### src/hw/rtl/jcmp_pkg.sv
`default_nettype none
package jcmp_pkg;
    localparam int unsigned FallbackMoveMs = 20;
    localparam int unsigned CfgIdxW = 3;
    localparam int unsigned CfgDataW = 16;
    localparam logic [CfgIdxW-1:0] REG_FEED_XY = 3'd0;
    localparam logic [CfgIdxW-1:0] REG_FEED_Z = 3'd1;
    localparam logic [CfgIdxW-1:0] REG_ACCEL_X = 3'd2;
    localparam logic [CfgIdxW-1:0] REG_ACCEL_Y = 3'd3;
    localparam logic [CfgIdxW-1:0] REG_ACCEL_Z = 3'd4;
    localparam logic [CfgIdxW-1:0] REG_LEAD_MS = 3'd5;
    localparam logic [CfgIdxW-1:0] REG_MIN_WAIT = 3'd6;
    localparam logic [CfgIdxW-1:0] REG_MAX_WAIT = 3'd7;
    localparam logic [1:0] AXIS_NONE = 2'd0;
    localparam logic [1:0] AXIS_X = 2'd1;
    localparam logic [1:0] AXIS_Y = 2'd2;
    localparam logic [1:0] AXIS_Z = 2'd3;
    localparam logic [0:0] KIND_CLICK = 1'b0;
    localparam logic [0:0] KIND_BATCH = 1'b1;

    typedef struct packed {
        logic start;
        logic [63:0] num;
        logic [47:0] den;
    } t_div_req;
endpackage
`default_nettype wire

### src/hw/rtl/jog_click_move_planner.sv
`default_nettype none
// channel | dir | tdata (low bit up)                          | tuser | tlast
// s_axis  | in  | clicks[7:0], axis[9:8], step_size_um[26:10]  | kind  | -
// m_axis  | out | move_feed[15:0], move_clicks[47:16], wait_ms[63:48] | move_axis | -
// cfg     | in  | i_cfg_we, i_cfg_idx (3b), i_cfg_data (16b)   |       |
// A click beat leaves s_axis_tready high; so does a batch end without a move.
// A batch end with a move holds s_axis_tready low until its result is taken on
// m_axis: a serial multiply, then the fallback or huge-distance path, the triangle
// path (64-bit serial divide, then square root) or the trapezoid path (two 64-bit
// serial divides).
// Reset (synchronous, active low) loads register defaults and clears the total.
module jog_click_move_planner #(
    parameter int unsigned FALLBACK_MOVE_MS = jcmp_pkg::FallbackMoveMs
) (
    input  wire         i_clk,
    input  wire         i_rst_n,
    input  wire         s_axis_tvalid,
    output logic        s_axis_tready,
    input  wire  [31:0] s_axis_tdata,   // clicks, axis, step_size_um
    input  wire  [0:0]  s_axis_tuser,   // kind
    output logic        m_axis_tvalid,
    input  wire         m_axis_tready,
    output logic [63:0] m_axis_tdata,   // move_feed, move_clicks, wait_ms
    output logic [1:0]  m_axis_tuser,   // move_axis
    input  wire         i_cfg_we,
    input  wire  [jcmp_pkg::CfgIdxW-1:0]  i_cfg_idx,
    input  wire  [jcmp_pkg::CfgDataW-1:0] i_cfg_data
);
    localparam logic [3:0] S_IDLE = 4'd0, S_MUL = 4'd1, S_CHK = 4'd2, S_Q1 = 4'd3,
        S_Q1W = 4'd4, S_Q2 = 4'd5, S_Q2W = 4'd6, S_TRI = 4'd7, S_TRIW = 4'd8,
        S_SQRT = 4'd9, S_WAIT = 4'd10, S_OUT = 4'd11, S_CMP = 4'd12;

    logic [15:0] r_feed_xy, r_feed_z, r_ax, r_ay, r_az, r_min, r_max;
    logic [13:0] r_lead;
    logic signed [31:0] r_total, r_mv_clicks;
    logic [3:0]  r_st;
    logic [1:0]  r_axis;
    logic [15:0] r_f, r_a;
    logic [48:0] r_d;
    logic [31:0] r_mag;
    logic [16:0] r_step;
    logic [4:0]  r_cnt;
    logic [63:0] r_q1, r_t;
    logic [63:0] r_x, r_r, r_bit;
    logic [5:0]  r_scnt;
    logic        r_ov;
    logic [15:0] r_wait;
    logic        r_cmp_step;

    jcmp_pkg::t_div_req w_req;
    logic        w_done;
    logic [63:0] w_quot;

    jcmp_div u_div (.i_clk(i_clk), .i_rst_n(i_rst_n), .i_req(w_req),
        .o_done(w_done), .o_quot(w_quot));

    wire [7:0]  w_clicks = s_axis_tdata[7:0];
    wire [1:0]  w_axis   = s_axis_tdata[9:8];
    wire [16:0] w_step   = s_axis_tdata[26:10];
    wire        w_acc    = s_axis_tvalid && s_axis_tready;

    assign s_axis_tready = (r_st == S_IDLE);

    logic signed [32:0] w_sum;
    assign w_sum = {r_total[31], r_total} + {{25{w_clicks[7]}}, w_clicks};

    // trapezoid test products: 18*A*D and 5*F*F, narrow enough here (D < 2^36)
    logic [69:0] w_lhs;
    logic [34:0] w_rhs;
    assign w_lhs = 70'(r_a) * 70'(r_d[35:0]) * 70'd18;
    assign w_rhs = 35'(r_f) * 35'(r_f) * 35'd5;

    logic [64:0] w_sq_sum;
    assign w_sq_sum = {1'b0, r_r} + {1'b0, r_bit};

    logic signed [65:0] w_w;
    always_comb begin
        w_w = $signed({2'b0, r_t}) - $signed(66'(r_lead));
    end

    always_comb begin
        w_req.start = 1'b0; w_req.num = '0; w_req.den = '0;
        case (r_st)
            S_Q1: begin
                w_req.start = 1'b1; w_req.num = 64'({r_d[41:0] * 42'd60, 16'b0});
                w_req.den = 48'(r_f);
            end
            S_Q2: begin
                w_req.start = 1'b1; w_req.num = 64'(r_f) * 64'd50 << 16;
                w_req.den = 48'(r_a) * 48'd3;
            end
            S_TRI: begin
                w_req.start = 1'b1; w_req.num = 64'(r_d[35:0]) * 64'd4000;
                w_req.den = 48'(r_a);
            end
            default: ;
        endcase
    end

    always_ff @(posedge i_clk) begin
        if (!i_rst_n) begin
            r_feed_xy <= 16'd1000; r_feed_z <= 16'd500; r_ax <= 16'd500;
            r_ay <= 16'd500; r_az <= 16'd200; r_lead <= 14'd20;
            r_min <= 16'd10; r_max <= 16'd1000;
            r_total <= '0; r_st <= S_IDLE; m_axis_tvalid <= 1'b0;
        end else begin
            if (i_cfg_we) begin
                case (i_cfg_idx)
                    jcmp_pkg::REG_FEED_XY: r_feed_xy <= i_cfg_data;
                    jcmp_pkg::REG_FEED_Z:  r_feed_z <= i_cfg_data;
                    jcmp_pkg::REG_ACCEL_X: r_ax <= i_cfg_data;
                    jcmp_pkg::REG_ACCEL_Y: r_ay <= i_cfg_data;
                    jcmp_pkg::REG_ACCEL_Z: r_az <= i_cfg_data;
                    jcmp_pkg::REG_LEAD_MS: r_lead <= i_cfg_data[13:0];
                    jcmp_pkg::REG_MIN_WAIT: r_min <= i_cfg_data;
                    jcmp_pkg::REG_MAX_WAIT: r_max <= i_cfg_data;
                    default: ;
                endcase
            end
            case (r_st)
                S_IDLE: if (w_acc) begin
                    if (s_axis_tuser == jcmp_pkg::KIND_CLICK) begin
                        if (w_sum > 33'sd2147483647) r_total <= 32'sh7fffffff;
                        else if (w_sum < -33'sd2147483648) r_total <= 32'sh80000000;
                        else r_total <= w_sum[31:0];
                    end else begin
                        r_total <= '0;
                        if (r_total != 0 && w_axis != jcmp_pkg::AXIS_NONE) begin
                            r_axis <= w_axis; r_mv_clicks <= r_total;
                            r_mag <= r_total[31] ? 32'(-r_total) : r_total;
                            r_step <= w_step; r_d <= '0; r_cnt <= '0;
                            r_f <= (w_axis == jcmp_pkg::AXIS_Z) ? r_feed_z : r_feed_xy;
                            r_a <= (w_axis == jcmp_pkg::AXIS_X) ? r_ax :
                                   (w_axis == jcmp_pkg::AXIS_Y) ? r_ay : r_az;
                            r_st <= S_MUL;
                        end
                    end
                end
                S_MUL: begin
                    // shift-add, one multiplier bit of step per cycle
                    r_d <= {r_d[47:0], 1'b0} + (r_step[16] ? 49'(r_mag) : 49'd0);
                    r_step <= {r_step[15:0], 1'b0};
                    r_cnt <= r_cnt + 5'd1;
                    if (r_cnt == 5'd16) r_st <= S_CHK;
                end
                S_CHK: begin
                    r_ov <= 1'b0;
                    if (r_d == 0 || r_f == 0 || r_a == 0) begin
                        r_t <= 64'(FALLBACK_MOVE_MS); r_st <= S_WAIT;
                    end else if (r_d[48:36] != 0) begin
                        r_t <= 64'd1 << 40; r_st <= S_WAIT;
                    end else if (w_lhs >= 70'(w_rhs)) r_st <= S_Q1;
                    else r_st <= S_TRI;
                end
                S_Q1:  r_st <= S_Q1W;
                S_Q1W: if (w_done) begin r_q1 <= w_quot; r_st <= S_Q2; end
                S_Q2:  r_st <= S_Q2W;
                S_Q2W: if (w_done) begin
                    r_t <= (r_q1 + w_quot) >> 16; r_st <= S_WAIT;
                end
                S_TRI:  r_st <= S_TRIW;
                S_TRIW: if (w_done) begin
                    r_x <= w_quot; r_r <= '0; r_bit <= 64'd1 << 62;
                    r_scnt <= '0; r_st <= S_SQRT;
                end
                S_SQRT: begin
                    // one result bit per cycle, 32 result bits in all
                    if (r_x >= w_sq_sum[63:0]) begin
                        r_x <= r_x - w_sq_sum[63:0];
                        r_r <= (r_r >> 1) + r_bit;
                    end else r_r <= r_r >> 1;
                    r_bit <= r_bit >> 2;
                    r_scnt <= r_scnt + 6'd1;
                    if (r_scnt == 6'd31) r_st <= S_CMP;
                end
                S_CMP: begin r_t <= r_r; r_st <= S_WAIT; end
                S_WAIT: begin
                    if (w_w < $signed(66'(r_min))) r_wait <= r_min;
                    else r_wait <= w_w[15:0];
                    r_cmp_step <= (w_w < $signed(66'(r_min))) ? 1'b0 :
                                  (w_w > $signed(66'(r_max)));
                    r_st <= S_OUT;
                end
                S_OUT: begin
                    if (!m_axis_tvalid && !r_ov) begin
                        m_axis_tvalid <= 1'b1; r_ov <= 1'b1;
                        m_axis_tdata <= {(r_cmp_step || r_wait > r_max) ? r_max : r_wait,
                                         r_mv_clicks, r_f};
                        m_axis_tuser <= r_axis;
                    end else if (m_axis_tvalid && m_axis_tready) begin
                        m_axis_tvalid <= 1'b0; r_st <= S_IDLE;
                    end
                end
                default: r_st <= S_IDLE;
            endcase
        end
    end

`ifndef SYNTHESIS
    a_ready_busy: assert property (@(posedge i_clk) disable iff (!i_rst_n)
        m_axis_tvalid |-> !s_axis_tready) else $error("ready while result held");
    a_total_clear: assert property (@(posedge i_clk) disable iff (!i_rst_n)
        (w_acc && s_axis_tuser == jcmp_pkg::KIND_BATCH) |=> r_total == 0)
        else $error("total not cleared");
    a_axis_on: assert property (@(posedge i_clk) disable iff (!i_rst_n)
        m_axis_tvalid |-> m_axis_tuser != jcmp_pkg::AXIS_NONE) else $error("axis off");
`endif
endmodule
`default_nettype wire

### src/hw/rtl/jcmp_div.sv
`default_nettype none
// restoring divider, one quotient bit per cycle; den must be nonzero
module jcmp_div (
    input  wire              i_clk,
    input  wire              i_rst_n,
    input  jcmp_pkg::t_div_req i_req,
    output logic             o_done,
    output logic [63:0]      o_quot
);
    logic [63:0] r_q, n_q;
    logic [48:0] r_rem, n_rem;
    logic [47:0] r_den;
    logic [6:0]  r_cnt, n_cnt;
    logic        r_busy, n_busy, r_done, n_done;
    logic [48:0] w_sh;
    logic [49:0] w_diff;

    always_comb begin
        w_sh = {r_rem[47:0], r_q[63]};
        w_diff = {1'b0, w_sh} - {2'b0, r_den};
        n_q = r_q; n_rem = r_rem; n_cnt = r_cnt; n_busy = r_busy; n_done = 1'b0;
        if (i_req.start) begin
            n_q = i_req.num; n_rem = '0; n_cnt = 7'd0; n_busy = 1'b1;
        end else if (r_busy) begin
            if (!w_diff[49]) begin
                n_rem = w_diff[48:0]; n_q = {r_q[62:0], 1'b1};
            end else begin
                n_rem = w_sh; n_q = {r_q[62:0], 1'b0};
            end
            n_cnt = r_cnt + 7'd1;
            if (r_cnt == 7'd63) begin
                n_busy = 1'b0; n_done = 1'b1;
            end
        end
    end

    always_ff @(posedge i_clk) begin
        if (!i_rst_n) begin
            r_busy <= 1'b0; r_done <= 1'b0;
        end else begin
            r_busy <= n_busy; r_done <= n_done;
        end
        r_q <= n_q; r_rem <= n_rem; r_cnt <= n_cnt;
        if (i_req.start) r_den <= i_req.den;
    end

    assign o_done = r_done;
    assign o_quot = r_q;
endmodule
`default_nettype wire
### config.mk
export PLATFORM = sky130hd
export DESIGN_NAME = jog_click_move_planner
export DESIGN_NICKNAME = d
export VERILOG_FILES = /design/src/hw/rtl/jcmp_pkg.sv /design/src/hw/rtl/jog_click_move_planner.sv /design/src/hw/rtl/jcmp_div.sv
export SDC_FILE = /design/constraint.sdc
export NUM_CORES = 2
export LEC_CHECK = 0
export BUFFER_PORTS_ARGS = -buffer_cell sky130_fd_sc_hd__buf_2
export CORE_MARGIN = 2
export CORE_UTILIZATION = 55
export CTS_BUF_LIST = sky130_fd_sc_hd__clkbuf_8
export DETAILED_ROUTE_END_ITERATION = 10
export PLACE_DENSITY = 0.79
export SLEW_MARGIN = 5
export SYNTH_ARGS = -nofsm -noshare
export SYNTH_HDL_FRONTEND = slang
export SYNTH_SLANG_ARGS = --single-unit
export TNS_END_PERCENT = 30
### constraint.sdc
create_clock -name i_clk -period 47.4 [get_ports i_clk]
set_clock_uncertainty 0.15 [all_clocks]
set_input_delay 9.48 -clock i_clk [delete_from_list [all_inputs] [get_ports i_clk]]
set_output_delay 9.48 -clock i_clk [all_outputs]
set_load 0.01 [all_outputs]
==> run summary <==
Total of max-cap violations = 0
Ports = 125
Post-synth EDFFs = 628
Tot GR Track Use = 0.3023
Vias in the first global route = 74220
First-pass GRT wire length = 403.7 mm
Area fraction of the dominant cell type after synthesis = 0.2080
Via count = 73600
Final Critical Period = 13730 ps
Final setup vio count = 0
Worst Setup Start Kind = input pin
Yosys warns = 0
Relative slew slack = 0.1560
Mapped Area = 90650 um^2
Max-slew violations = 0
Sequential-to-total area share from yosys stat = 0.2566
Die ar. = 168100 um^2
CP Capture Type = flop
Clock Tree Buf Depth = 3
Post-CTS sizing = 0
FP Rows = 148
Largest net degree at the start of global routing = 103
Synth cell count leaders = nand2_1 (1251), inv_1 (1201), ha_1 (996), fa_1 (830), nor2_1 (741)
CP bufs+invs = 1
Worst-Skew Late Latency = 890 ps
Ranking of synthesized cells by area = edfxtp_1 (21%), fa_1 (18%), ha_1 (14%)
Worst endpoint required time = 48020 ps
Cell with the most instances after synthesis = nand2_1
Residual DRC = 0
Worst slew pin tran = 1261 ps
Setup TNS = 0 ps
Yosys cell types = 91
Syn nets = 11800
Die Span Y = 410.0 um
Setup WS post-layout = 33670 ps
Initial antenna violation count = 10
Post-layout nets = 11860
First-pass iteration count of the detailed router = 6
IO Port Bufs = 119
Share of layout cells above drive strength 1 = 0.06063
Status = finished clean
Largest area contributor in the netlist = edfxtp_1
Detailed Route Iter0 Violations = 6850
Storage cell area = 23260 um^2
CP delay by family, top = compound AO/OA/AOI/OAI gates
Slowest CP cell = nand2_1
WL/cell = 20.73 um
GP Congestion = 0.9693
Final period util = 0.2896
ANT nets after route = 0
Area of the multi-input gates = 61630 um^2
Post-synthesis register bit count = 848
CTS Root Cell = clkbuf_8
Critical Setup Path Class = input pin to flop
Syn Area/Cell = 9.141 um^2
Post-DP HPWL = 195.1 mm
Cts hold-fix bufs = 0
Setup WS pre-CTS = 32860 ps
Syn-to-layout area delta = 6.984%
Worst path cell trace = buf_2, ha_1, nand4_1, or2_2, or4_1, o211ai_1, a221oi_1, a211oi_1, o31ai_1, o211ai_1, mux2i_1, a21oi_1, nand2_1, a31oi_1
Post-CTS Setup Inserts = 0
Grt total ovfl = 0
Die Wd = 410.0 um
Core Box Area = 163100 um^2
Initial Utilization = 0.5557
Clock-pin slew on the worst setup and hold paths = 60 ps
CTS tree = built
Most common cell on crit path = o211ai_1
Total CTS buffers = 152
Drt total wl = 254.9 mm
Top_reg_cell synth = edfxtp_1
Via density = 5.987
Mapped Cells = 9917
Hold Fails Final Rpt = 0
Fill cells = 13690
H-Tree Depth = 4
FFs w/ async S/R, synth = 0
Arrival @ worst endpoint = 14340 ps
Critical Path Max Stage Delay = 710 ps
Worst hold path type = flop to flop
F_max = 0.07286 GHz
RSZ-0062 raised after global routing = no
Worst Path Max Fanout = 28
CTS sink cnt = 848
[final timing paths]
kind | from | end | slack (ps) | depth (start not counted)
setup / recovery | s_axis_tdata[7] | r_total[30] | 33670 | 14
hold / removal | r_mv_clicks[23] | m_axis_tdata[39] | 270 | 0
setup reg to reg | r_f[6] | r_st[2] | 34010 | 48
hold reg to reg | r_mv_clicks[23] | m_axis_tdata[39] | 270 | 0
[placed cells by master, fill, tap and decap left out, types with 101 or more instances in the layout]
| cell type | netlist | layout |
|---|---|---|
| a21o_1 | 249 | 249 |
| a21oi_1 | 578 | 577 |
| a31oi_1 | 134 | 134 |
| and2_1 | 101 | 101 |
| buf_2 | 4 | 119 |
| buf_4 | 4 | 119 |
| clkbuf_8 | 0 | 171 |
| dfxtp_1 | 220 | 219 |
| edfxtp_1 | 628 | 628 |
| fa_1 | 830 | 830 |
| ha_1 | 996 | 996 |
| inv_1 | 1201 | 1236 |
| nand2_1 | 1251 | 1249 |
| nand3_1 | 147 | 147 |
| nor2_1 | 741 | 736 |
| nor2b_1 | 118 | 118 |
| nor3_1 | 132 | 129 |
| o21ai_0 | 489 | 488 |
| xnor2_1 | 339 | 339 |
| xor2_1 | 244 | 244 |
[sequential cells by signal, indices dropped and copies added (netlist names), 17 cells and up]
register      count
u_div.r_den      18
r_d              49
r_t              64
r_mag            31
r_step           17
u_div.r_rem      48
u_div.o_quot     64
r_q1             64
r_mv_clicks      32
m_axis_tdata     64
r_x              64
r_bit            32
r_total          32
r_r              64
[stage by stage]
step           cells  area, um^2  utilization  hold slack, ps
3_3_place_gp   12000       93710       0.5744           254.0
3_5_place_dp   12000       93710       0.5744           255.6
4_1_cts        12290       96970       0.5944           268.7
2_1_floorplan   9917       90650            -           250.3
5_1_grt        12290       96970       0.5944           273.0
6_report       12290       96980       0.5945           267.1
[per-layer routing]
layer / global-route usage / part of all wire
met1: 0.3960 / 0.41
met2: 0.4824 / 0.46
met3: 0.06333 / 0.089
met4: 0.1358 / 0.048
met5: 0 / 0.00028
[worst reg2reg max path: cells and delay by family (launching register included)]
kind	cells	cell delay, ps
compound gates	22	4850
xor+xnor	1	420
fa+ha+maj	10	4170
buf+inv	6	990
flops	1	880
simple gates	9	1830
[logic make-up after synthesis]
logic type,synth area share
flops,0.2566
xor+xnor,0.05633
mux,0.009799
compound gates,0.1465
fa+ha+maj,0.3208
simple gates,0.1452
buf+inv,0.06484
[layout make-up]
| class | instances | area share |
|---|---|---|
| Sequential cell | 848 | 0.2399 |
| Inverter | 1226 | 0.04750 |
| Antenna cell | 7 | 0.0001806 |
| Multi-Input combinational cell | 7515 | 0.6354 |
| Clock buffer | 171 | 0.02427 |
| Clock inverter | 112 | 0.009327 |
| Tap cell | 2175 | 0.02806 |
| Timing Repair Buffer | 238 | 0.01535 |
Power is not shown: default switching activity piles up to over one toggle a cycle in this logic, so the estimate is an artifact.
